### config.mk
export PLATFORM = sky130hd
export DESIGN_NAME = satellite_tracking_table_top
export DESIGN_NICKNAME = d
export VERILOG_FILES = /design/src/stt_pkg.sv /design/src/stt_front.sv /design/src/stt_engine.sv /design/src/satellite_tracking_table_top.sv
export SDC_FILE = /design/constraint.sdc
export NUM_CORES = 2
export LEC_CHECK = 0
export BUFFER_PORTS_ARGS = -buffer_cell sky130_fd_sc_hd__buf_4
export CORE_ASPECT_RATIO = 1.75
export CORE_MARGIN = 5
export CORE_UTILIZATION = 52
export CTS_CLUSTER_SIZE = 25
export DETAILED_ROUTE_END_ITERATION = 10
export PLACE_DENSITY = 0.68
export SETUP_SLACK_MARGIN = 0.3
export SLEW_MARGIN = 10
export SYNTH_ARGS = -nofsm -noshare
export SYNTH_HDL_FRONTEND = slang
export SYNTH_SLANG_ARGS = --single-unit
### constraint.sdc
create_clock -name clk -period 24.2 [get_ports clk]
set_clock_uncertainty 0.05 [all_clocks]
set_input_delay 1.21 -clock clk [delete_from_list [all_inputs] [get_ports clk]]
set_output_delay 1.21 -clock clk [all_outputs]
set_load 0.1 [all_outputs]
### src/stt_pkg.sv
// ============================================================================
// stt_pkg: shared types and constants for the satellite tracking table
// Actions, constellation codes, the entry record and the command record that
// travels from the front queue to the execution engine.
// ============================================================================
package stt_pkg;

  localparam int unsigned MAX_ENTRIES_DEF = 32;
  localparam int unsigned MAX_RESULTS     = 32;
  localparam logic [31:0] TIMEOUT_RST     = 32'd15000;
  localparam int unsigned CMDQ_DEPTH      = 2;

  localparam logic [2:0] ACT_SEEN   = 3'd0;
  localparam logic [2:0] ACT_CLEAR  = 3'd1;
  localparam logic [2:0] ACT_MARK   = 3'd2;
  localparam logic [2:0] ACT_PRUNE  = 3'd3;
  localparam logic [2:0] ACT_REPORT = 3'd4;

  localparam logic [2:0] CON_UNKNOWN = 3'd0;
  localparam logic [2:0] CON_MIXED   = 3'd7;

  typedef enum logic [1:0] {
    OP_SEEN,
    OP_CLEAR,
    OP_MARK,
    OP_OTHER
  } op_t;

  typedef struct packed {
    logic [2:0] action;
    logic [2:0] con;
    logic [7:0] id;
    logic [7:0] sig;
    logic [31:0] now;
  } cmd_t;

  typedef struct packed {
    logic [2:0]  con;
    logic [7:0]  id;
    logic [7:0]  sig;
    logic        used;
    logic        tracked;
    logic [31:0] seen;
  } entry_t;

  typedef struct packed {
    logic       valid;
    logic [2:0] con;
    logic [7:0] id;
    logic [7:0] sig;
    logic       used;
    logic       tracked;
    logic [5:0] count;
    logic       last;
  } result_t;

  typedef enum logic [3:0] {
    ST_IDLE,
    ST_SCAN,
    ST_WRITE,
    ST_PRUNE,
    ST_PRUNE_WR,
    ST_RPT_FIND,
    ST_RPT_EMIT,
    ST_STATUS
  } eng_state_t;

endpackage

### src/stt_front.sv
// ============================================================================
// stt_front: input queue
// Accepts items and holds them in a short queue ahead of the engine.
// ============================================================================
module stt_front (
  input  logic          clk,
  input  logic          rst_n,
  input  logic          push,
  output logic          full,
  input  stt_pkg::cmd_t push_cmd,
  output logic          cmd_valid,
  output stt_pkg::cmd_t cmd,
  input  logic          cmd_take
);
  localparam int unsigned D = stt_pkg::CMDQ_DEPTH;
  localparam int unsigned AW = $clog2(D);

  stt_pkg::cmd_t   mem_r [D];
  logic [AW-1:0]   wp_r, rp_r;
  logic [AW:0]     cnt_r;
  logic            wr, rd;

  assign full      = (cnt_r == (AW+1)'(D));
  assign cmd_valid = (cnt_r != '0);
  assign cmd       = mem_r[rp_r];
  assign wr        = push && !full;
  assign rd        = cmd_take && cmd_valid;

  always_ff @(posedge clk) begin
    if (wr) begin
      mem_r[wp_r] <= push_cmd;
    end
    if (!rst_n) begin
      wp_r  <= '0;
      rp_r  <= '0;
      cnt_r <= '0;
    end else begin
      if (wr) wp_r <= wp_r + 1'b1;
      if (rd) rp_r <= rp_r + 1'b1;
      cnt_r <= cnt_r + (AW+1)'(wr) - (AW+1)'(rd);
    end
  end
endmodule

### src/stt_engine.sv
// ============================================================================
// stt_engine: table engine
// Executes one command at a time over the entry table, scanning one entry a
// cycle, and emits results into a one-entry output register.
// ============================================================================
module stt_engine #(
  parameter int unsigned MAX_ENTRIES = stt_pkg::MAX_ENTRIES_DEF
) (
  input  logic             clk,
  input  logic             rst_n,
  input  logic [31:0]      timeout,
  input  logic             cmd_valid,
  input  stt_pkg::cmd_t    cmd,
  output logic             cmd_take,
  output logic             res_valid,
  output stt_pkg::result_t res,
  input  logic             res_take
);
  localparam int unsigned IW = (MAX_ENTRIES > 1) ? $clog2(MAX_ENTRIES) : 1;
  localparam int unsigned CW = $clog2(MAX_ENTRIES + 1);

  stt_pkg::entry_t   tbl_r [MAX_ENTRIES];
  stt_pkg::eng_state_t st_r, st_nxt;
  stt_pkg::cmd_t     c_r;
  logic [CW-1:0]     cnt_r, i_r, w_r, emitted_r;
  logic [IW-1:0]     tgt_r, old_r, best_r;
  logic              found_r, best_ok_r;
  logic [MAX_ENTRIES-1:0] done_r;
  logic              res_valid_r;
  stt_pkg::result_t  res_r;
  stt_pkg::entry_t   e, be;
  logic [IW-1:0]     ix;
  logic              in_range, hit, better, out_free, stale;
  logic [5:0]        cnt6;
  logic              any;

  assign res_valid = res_valid_r;
  assign res       = res_r;
  assign out_free  = !res_valid_r || res_take;
  assign ix        = i_r[IW-1:0];
  assign in_range  = (i_r < cnt_r);
  assign e         = tbl_r[ix];
  assign be        = tbl_r[best_r];
  assign cnt6      = (32'(cnt_r) > 32'd63) ? 6'd63 : 6'(cnt_r);
  assign any       = (c_r.con == stt_pkg::CON_MIXED) || (c_r.con == stt_pkg::CON_UNKNOWN);
  assign stale     = ((c_r.now - e.seen) > timeout);

  always_comb begin
    hit = 1'b0;
    case (c_r.action)
      stt_pkg::ACT_SEEN: hit = (e.id == c_r.id) &&
                               ((e.con == c_r.con) || (c_r.con == stt_pkg::CON_MIXED));
      stt_pkg::ACT_MARK: hit = (e.id == c_r.id) && (any || (e.con == c_r.con));
      default:           hit = 1'b0;
    endcase
  end

  always_comb begin
    if (!best_ok_r) better = 1'b1;
    else if (e.sig != be.sig) better = e.sig > be.sig;
    else better = e.id < be.id;
  end

  always_comb begin
    st_nxt = st_r;
    case (st_r)
      stt_pkg::ST_IDLE: begin
        if (cmd_valid) begin
          case (cmd.action)
            stt_pkg::ACT_SEEN, stt_pkg::ACT_CLEAR,
            stt_pkg::ACT_MARK:   st_nxt = stt_pkg::ST_SCAN;
            stt_pkg::ACT_PRUNE:  st_nxt = stt_pkg::ST_PRUNE;
            stt_pkg::ACT_REPORT: st_nxt = stt_pkg::ST_RPT_FIND;
            default:             st_nxt = stt_pkg::ST_STATUS;
          endcase
        end
      end
      stt_pkg::ST_SCAN: begin
        if (!in_range || (hit && c_r.action != stt_pkg::ACT_CLEAR))
          st_nxt = stt_pkg::ST_WRITE;
      end
      stt_pkg::ST_WRITE:    st_nxt = stt_pkg::ST_STATUS;
      stt_pkg::ST_PRUNE:    if (!in_range) st_nxt = stt_pkg::ST_PRUNE_WR;
      stt_pkg::ST_PRUNE_WR: st_nxt = stt_pkg::ST_STATUS;
      stt_pkg::ST_RPT_FIND: begin
        if (cnt_r == '0) st_nxt = stt_pkg::ST_STATUS;
        else if (!in_range) st_nxt = stt_pkg::ST_RPT_EMIT;
      end
      stt_pkg::ST_RPT_EMIT: begin
        if (out_free) begin
          if (emitted_r + 1'b1 == cnt_r || emitted_r + 1'b1 == CW'(stt_pkg::MAX_RESULTS))
            st_nxt = stt_pkg::ST_IDLE;
          else st_nxt = stt_pkg::ST_RPT_FIND;
        end
      end
      stt_pkg::ST_STATUS: if (out_free) st_nxt = stt_pkg::ST_IDLE;
      default: st_nxt = stt_pkg::ST_IDLE;
    endcase
  end

  always_comb begin
    cmd_take = (st_r == stt_pkg::ST_IDLE) && cmd_valid;
  end

  always_ff @(posedge clk) begin
    case (st_r)
      stt_pkg::ST_IDLE: begin
        c_r <= cmd;
        i_r <= '0;
        w_r <= '0;
        found_r <= 1'b0;
        old_r <= '0;
        best_ok_r <= 1'b0;
        emitted_r <= '0;
        done_r <= '0;
      end
      stt_pkg::ST_SCAN: begin
        if (in_range) begin
          if (c_r.action == stt_pkg::ACT_CLEAR) begin
            if (any || e.con == c_r.con) tbl_r[ix].used <= 1'b0;
          end else if (hit) begin
            found_r <= 1'b1;
            tgt_r <= ix;
          end
          if (e.seen < tbl_r[old_r].seen) old_r <= ix;
          i_r <= i_r + 1'b1;
        end
      end
      stt_pkg::ST_WRITE: begin
        if (c_r.action == stt_pkg::ACT_SEEN) begin
          if (found_r) begin
            if (c_r.con != stt_pkg::CON_MIXED) tbl_r[tgt_r].con <= c_r.con;
            tbl_r[tgt_r].sig <= c_r.sig;
            tbl_r[tgt_r].tracked <= (c_r.sig != 8'd0);
            tbl_r[tgt_r].seen <= c_r.now;
          end else begin
            tbl_r[(cnt_r == CW'(MAX_ENTRIES)) ? old_r : cnt_r[IW-1:0]] <=
              '{con: c_r.con, id: c_r.id, sig: c_r.sig, used: 1'b0,
                tracked: (c_r.sig != 8'd0), seen: c_r.now};
          end
        end else if (c_r.action == stt_pkg::ACT_MARK && found_r) begin
          tbl_r[tgt_r].used <= 1'b1;
          tbl_r[tgt_r].tracked <= 1'b1;
          tbl_r[tgt_r].seen <= c_r.now;
        end
      end
      stt_pkg::ST_PRUNE: begin
        if (in_range) begin
          if (!stale) begin
            tbl_r[w_r[IW-1:0]] <= e;
            w_r <= w_r + 1'b1;
          end
          i_r <= i_r + 1'b1;
        end
      end
      stt_pkg::ST_RPT_FIND: begin
        if (in_range) begin
          if (!done_r[ix] && better) begin
            best_r <= ix;
            best_ok_r <= 1'b1;
          end
          i_r <= i_r + 1'b1;
        end
      end
      stt_pkg::ST_RPT_EMIT: begin
        if (out_free) begin
          done_r[best_r] <= 1'b1;
          emitted_r <= emitted_r + 1'b1;
          best_ok_r <= 1'b0;
          i_r <= '0;
        end
      end
      default: ;
    endcase
  end

  always_ff @(posedge clk) begin
    if (!rst_n) begin
      st_r <= stt_pkg::ST_IDLE;
      cnt_r <= '0;
      res_valid_r <= 1'b0;
    end else begin
      st_r <= st_nxt;
      if (res_take) res_valid_r <= 1'b0;
      if (st_r == stt_pkg::ST_WRITE && c_r.action == stt_pkg::ACT_SEEN &&
          !found_r && cnt_r != CW'(MAX_ENTRIES))
        cnt_r <= cnt_r + 1'b1;
      if (st_r == stt_pkg::ST_PRUNE_WR) cnt_r <= w_r;
      if (st_r == stt_pkg::ST_STATUS && out_free) begin
        res_valid_r <= 1'b1;
        res_r <= '{valid: 1'b0, con: 3'd0, id: 8'd0, sig: 8'd0, used: 1'b0,
                   tracked: 1'b0, count: cnt6, last: 1'b1};
      end
      if (st_r == stt_pkg::ST_RPT_EMIT && out_free) begin
        res_valid_r <= 1'b1;
        res_r <= '{valid: 1'b1, con: be.con, id: be.id, sig: be.sig, used: be.used,
                   tracked: be.tracked, count: cnt6,
                   last: (emitted_r + 1'b1 == cnt_r) ||
                         (emitted_r + 1'b1 == CW'(stt_pkg::MAX_RESULTS))};
      end
    end
  end
endmodule

### src/satellite_tracking_table_top.sv
// ============================================================================
// satellite_tracking_table_top: satellite tracking table
// Ordered table of satellite entries with seen, clear, mark, prune and sorted
// report actions.
// ----------------------------------------------------------------------------
//  channel | ports                         | handshake
//  input   | in_*                          | push / full
//  result  | out_*                         | empty / pop
//  config  | cfg_we, cfg_data              | write enable, no wait
//
//  Seen, clear, mark: one entry scanned per cycle (N live).
//  Prune: one scan over the table. Report: a full scan per entry.
//  A two-item queue decouples input from the engine; one output register.
//  Reset clears the table count; timeout resets to 15000.
// ============================================================================
module satellite_tracking_table_top #(
  parameter int unsigned MAX_ENTRIES = stt_pkg::MAX_ENTRIES_DEF
) (
  input  logic        clk,
  input  logic        rst_n,
  input  logic        cfg_we,
  input  logic [31:0] cfg_data,
  input  logic        push,
  output logic        full,
  input  logic [2:0]  in_action,
  input  logic [2:0]  in_constellation,
  input  logic [7:0]  in_sat_id,
  input  logic [7:0]  in_signal_level,
  input  logic [31:0] in_now_ms,
  output logic        empty,
  input  logic        pop,
  output logic        out_entry_valid,
  output logic [2:0]  out_entry_constellation,
  output logic [7:0]  out_entry_id,
  output logic [7:0]  out_entry_signal,
  output logic        out_entry_used,
  output logic        out_entry_tracked,
  output logic [5:0]  out_table_count,
  output logic        out_last
);
  logic [31:0]      timeout_r;
  stt_pkg::cmd_t    push_cmd, cmd;
  logic             cmd_valid, cmd_take, res_valid;
  stt_pkg::result_t res;

  always_ff @(posedge clk) begin
    if (!rst_n) timeout_r <= stt_pkg::TIMEOUT_RST;
    else if (cfg_we) timeout_r <= cfg_data;
  end

  assign push_cmd = '{action: in_action, con: in_constellation, id: in_sat_id,
                      sig: in_signal_level, now: in_now_ms};

  stt_front u_front (
    .clk(clk), .rst_n(rst_n), .push(push), .full(full), .push_cmd(push_cmd),
    .cmd_valid(cmd_valid), .cmd(cmd), .cmd_take(cmd_take)
  );

  stt_engine #(.MAX_ENTRIES(MAX_ENTRIES)) u_engine (
    .clk(clk), .rst_n(rst_n), .timeout(timeout_r), .cmd_valid(cmd_valid),
    .cmd(cmd), .cmd_take(cmd_take), .res_valid(res_valid), .res(res),
    .res_take(pop)
  );

  assign empty                   = !res_valid;
  assign out_entry_valid         = res.valid;
  assign out_entry_constellation = res.con;
  assign out_entry_id            = res.id;
  assign out_entry_signal        = res.sig;
  assign out_entry_used          = res.used;
  assign out_entry_tracked       = res.tracked;
  assign out_table_count         = res.count;
  assign out_last                = res.last;
endmodule
; Yosys cells after proc, flatten, opt, wreduce, memory -nomap -nowiden
; Memories as Yosys holds them, arrays and structs flattened. A register that Yosys moved wholly into a read port is not among the register bits.
; Cells that the tools add are included.
[word_totals]
wordCells = 237
romBits = 0
out_inout_bits = 31
n_memories = 2
mem_bits_rw = 1804
reg_bits = 197
in_bits = 91
latch_bits = 0
[classes]
n_reduce_logical = 56
muxes = 90
n_mul = 0
eq_ne = 39
div_mod_pow = 0
n_shift = 0
addsub = 9
order_cmp = 8
bitwise_logic = 4
[memory_table]
columns = name, words, word_bits, rd, rd_clocked_by_memory_dff, write_ports, line_no
row1 = u_engine.tbl_r, 32, 53, 3, 3, 1, stt_engine.sv:22  ; stt_pkg::entry_t tbl_r [MAX_ENTRIES];
row2 = u_front.mem_r, 2, 54, 1, 1, 1, stt_front.sv:18  ; stt_pkg::cmd_t mem_r [D];
[op_table]
columns = operator, n
row1 = two-way mux 53 bit, 3
row2 = OR reduction 53 bit, 3
row3 = two-way mux 32 bit, 2
row4 = case mux 32 bit (2 select lines), 1
row5 = two-way mux 6 bit, 10
row6 = two-way mux 5 bit, 9
row7 = two-way mux 1 bit, 44
row8 = > comparator 32 bit, 1
row9 = less-than comparator 32 bit, 1
row10 = bitwise OR 32 bit, 1
row11 = subtractor 32 bit, 1
row12 = two-way mux 29 bit, 1
row13 = two-way mux 28 bit, 1
row14 = two-way mux 4 bit, 7
row15 = case mux 4 bit (7 select lines), 1
row16 = "adder 6 x 1 -> 6 bit, second input constant", 4
row17 = case mux 6 bit (2 select lines), 2
row18 = "inequality test 2 x 1 -> 1 bit, second input constant", 11
row19 = case mux 6 bit (3 select lines), 1
row20 = "equality test 4 x 3 -> 1 bit, second input constant", 4
row21 = logical AND 1 bit, 14
row22 = "equality test 6 bit, second input constant", 2
row23 = "less-than comparator 5 x 6 -> 1 bit, second input constant", 2
row24 = AND reduction 3 bit, 4
row25 = 43 further kinds, 76

; Logic depth before layout (Yosys ltp)
[depth]
word_depth = 11
depth_mapped = 32
mapped_depth_nobuf = 26

; Modules after synthesis
; A second synthesis with hierarchy kept.
[hier_totals]
hier_cells = 4970
hier_area_um2 = 95407.8
[by_module_without_submodules]
columns = module, seq_area_each_um2, n_inst, area_each_um2, cells_per_inst
row1 = stt_engine, 55933.6, 1, 89791.1, 4671
row2 = stt_front, 3343.2, 1, 4386.7, 195
row3 = satellite_tracking_table_top, 640.6, 1, 1229.9, 104

; Least setup slack after synthesis
; No wires, ideal clock.
[synth_path]
path_kind = reg2reg
startpoint = reg (tool-made name)
endpoint = mem u_engine.tbl_r[11][0] in the netlist's numbering, enable pin
stages_incl_launch_ff = 31
setup_ns = 0.423
arrival_ns = 9.002
path_slack_ns = 14.725
required_ns = 23.727
synth_period_minus_slack_ns = 9.475
n_path_buf = 7
path_cell_list = dfxtp_1 buf_2 buf_2 buf_2 buf_2 buf_4 clkbuf_1 clkbuf_1 mux4_2 mux4_2 mux2i_1 ha_1 a21o_1 a21oi_1 o21ai_0 and3_1 a221oi_1 o211ai_1 a311o_1 a21oi_1 xnor2_1 ha_1 nand4_1 nor2_1 nand2_1 nor4_1 nand2_1 a22o_1 nor4_1 a41oi_1 nor2_1
[synth_rtl]
columns = item, line_no
row1 = "end, declared", stt_engine.sv:22

==> results by group <==
Yosys
  • Post-Syn Nets: 5182
  • Main synth FF type: edfxtp_1
  • Sequential area share after synthesis: 0.630
  • Yosys cell types: 77
  • Post-synth EDFFs: 1954
  • Post-synth ARST share: 0
  • Syn_area_per_cell: 19.2 um^2
  • Post-synth top area cell: edfxtp_1
  • Mapped Area: 0.0951 mm^2
  • Share of the synthesized area in the top cell type: 0.617
  • Synth Warn #: 0
  • Seq cells post-synth: 2016
  • Syn Inst Count: 4968
  • Synth top area cells: edfxtp_1 62%, mux4_2 24%, mux2i_1 2.0%

STA
  • Peak Freq: 80.8 MHz
  • Setup Total Neg Slack: 0 ns
  • Min Hold Slack: 0.447 ns
  • RSZ-0062 raised after global routing: false
  • Pin slew with the least headroom to its limit: 1.21 ns
  • Max-slew violation count: 0
  • Hold Vio Cnt, Final: 0
  • Tcrit/Tclk final: 0.511
  • Setup ws final: 11.82 ns
  • Final Critical Period: 12.38 ns
  • Final setup viols: 0
  • Rel. slew slack: 0.181

Critical path
  • CP peak stage delay: 0.89 ns
  • Startpoint Class: flip-flop
  • Req. time, crit path: 24.60 ns
  • Setup CP Type: reg -> reg
  • CP Max Fanout: 64
  • Worst path slowest cell: buf_4
  • Most frequent CP cell: buf_4
  • Worst Path Arrival: 12.78 ns
  • Worst path bufs/invs: 4
  • Crit path max-delay family: buffers and inverters
  • Critical Path End Type: flip-flop

Power and ir drop
  • Tot Pwr: 12.8 mW
  • Clk network pwr share: 0.246
  • Int Pwr: 8.15 mW
  • VDD IR max: 0.000101 V
  • Switching pwr: 4.61 mW
  • Seq pwr share: 0.353
  • Power share of the combinational group: 0.401
  • Sw Ratio: 0.361
  • LEAKAGE: 32.9 nW
  • Power Dens Cells: 120 mW/mm^2

Hold path
  • Hold crit path type: reg -> reg

Layout
  • Layout Nets: 5308
  • Share of cells above drive strength 1: 0.339
  • Most frequent cells in the layout: 1954 x edfxtp_1, 1015 x mux4_2, 272 x buf_4, 251 x nor2_1, 194 x clkbuf_16
  • Commonest non-fill, non-tap cell in the layout: edfxtp_1
  • Fin area: 0.106 mm^2
  • Post-route core utilization: 0.583
  • Layout area overhead: 11.5%
  • Layout Cells excl Fill: 7652

Route
  • Pre-Repair DR Iteration Count: 6
  • Final wirelength: 286000 um
  • Wire length per cell: 37.4 um
  • Post-route DRC violation count: 0
  • Post-route ant nets: 0
  • Routed via count: 53000
  • DR iter-0 viols: 5497
  • Avg Vias per Cell: 6.93

Die
  • Rows: 207
  • I/O pins: 122
  • Core ar.: 0.182 mm^2
  • Die Wd: 333 um
  • Initial Utilization: 0.523
  • Die area: 0.192 mm^2
  • Die Span Y: 576 um

Global route
  • Met1 usage: 0.320
  • Initial antenna violation count: 4
  • First-pass GRT wire length: 403000 um
  • Met3 usage: 0.0332
  • Met2 Track Usage GR: 0.526
  • Grt total ovfl: 0
  • Total GRT Usage: 0.295
  • Vias in the first global route: 55500
  • Largest net degree at the start of global routing: 116
  • Most Crowded Layer GR: met2

Clock tree
  • Htree depth: 4
  • CTS tree: built
  • Post-CTS Setup Inserts: 0
  • CTS root buf: clkbuf_16
  • Worst-path clk slew: 0.07 ns
  • Clk sink count: 2016
  • Hold Buf Count CTS: 0
  • Clock buffer depth: 4
  • Cts repair resizes: 0
  • Worst-skew pair later-pin latency: 0.84 ns
  • Number of buffers created by CTS: 190

Place
  • Port buffer count: 121
  • Dpl cells: 7304
  • Gpl congestion: 0.958
  • Dpl ws: 11.93 ns
  • Detailed Place HPWL: 185000 um
  • Post-DP Area: 0.0996 mm^2

Outcome
  • Status: finished, final reports clean

Run
  • Max_cap viols: 0
## logic make-up after synthesis
kind of cell | Yosys count | synth area share
flip-flops | 2016 | 0.630
multiplexers | 1272 | 0.269
AND/OR/NAND/NOR | 607 | 0.0287
AO/OA/AOI/OAI | 449 | 0.0326
buffers and inverters | 442 | 0.0184
adder cells (fa/ha/maj) | 123 | 0.0163
XOR/XNOR | 59 | 0.00543
## layout make-up
| class | instances | area (um^2) |
|---|---|---|
| Antenna cell | 5 | 12.5 |
| Sequential cell | 2016 | 60000 |
| Multi-Input combinational cell | 2510 | 34100 |
| Tap cell | 2403 | 3010 |
| Timing Repair Buffer | 278 | 2160 |
| Clock buffer | 220 | 4950 |
| Inverter | 98 | 372 |
| Fill cell | 13500 | 75700 |
| Clock inverter | 122 | 1490 |
## metal layers
metal	wire length [um]	up-vias	share of wire
li1	-	21300	-
met1	89600	28300	0.31
met2	152000	2606	0.53
met3	16000	837	0.056
met4	28400	2	0.099
met5	14	-	0.000049
## registers in the layout, summed over array words and instances (netlist names), named ones only
signal              flops
timeout_r              32
u_engine.best_ok_r      1
u_engine.best_r         5
u_engine.c_r           54
u_engine.cnt6           6
u_engine.done_r        32
u_engine.emitted_r      6
u_engine.found_r        1
u_engine.i_r            6
u_engine.old_r          5
u_engine.res           29
u_engine.res_valid      1
u_engine.st_r           3
u_engine.tbl_r       1696
u_engine.tgt_r          5
u_engine.w_r            6
u_front.cnt_r           2
u_front.mem_r         108
u_front.rp_r            1
u_front.wp_r            1
## power groups by stage
stage	sequential (mW)	clock [mW]	combinational, mW
3_5_place_dp	4.58	0	5.07
3_3_place_gp	4.57	0	5.02
4_1_cts	4.51	3.18	5.09
6_report	4.50	3.14	5.11
5_1_grt	4.52	3.31	5.39
2_1_floorplan	4.36	0	3.45
## final timing paths
check                     from                   end  slack [ns]  cells past startpoint
setup / recovery     flip-flop  u_engine.tbl_r[5][5]       11.82                     26
hold / removal    timeout_r[6]          timeout_r[6]        0.45                      2
setup reg to reg     flip-flop  u_engine.tbl_r[5][5]       11.82                     26
hold reg to reg   timeout_r[6]          timeout_r[6]        0.45                      2
## worst register-to-register path: stages (launching register included)
cell and delay (ns):
dfxtp_4 0.76, buf_4 0.85, buf_4 0.95, mux4_2 0.48
mux4_2 0.53, mux2i_2 0.81, ha_1 0.45, o21a_1 0.19
o21ai_0 0.16, nand2b_1 0.10, and3_1 0.22, a221oi_1 0.57
o211ai_1 0.30, a311o_1 0.41, a21oi_1 0.18, xnor2_1 0.10
ha_1 0.30, nand4_1 0.08, nor2_1 0.10, nand2_1 0.09
nor4_1 0.48, o311ai_0 0.41, nand3_4 0.53, buf_4 0.77
a41oi_2 0.72, nor2_4 0.78, buf_4 0.59
## cells in the mapped netlist, types with 19 or more instances
| master | instances |
|---|---|
| xnor2_1 | 40 |
| dfxtp_1 | 62 |
| clkbuf_1 | 199 |
| edfxtp_1 | 1954 |
| mux2i_1 | 186 |
| a21oi_1 | 99 |
| a22oi_1 | 33 |
| a211oi_1 | 38 |
| nand2_1 | 134 |
| xor2_1 | 19 |
| nand4_1 | 19 |
| mux4_2 | 1015 |
| o21ai_0 | 69 |
| o211ai_1 | 21 |
| ha_1 | 122 |
| nor2_1 | 285 |
| nand3_1 | 42 |
| mux2_2 | 66 |
| buf_2 | 33 |
| a22o_1 | 28 |
| inv_1 | 97 |
| a21o_1 | 54 |
| buf_1 | 105 |
Note: power is estimated with default switching activity, not from simulation.
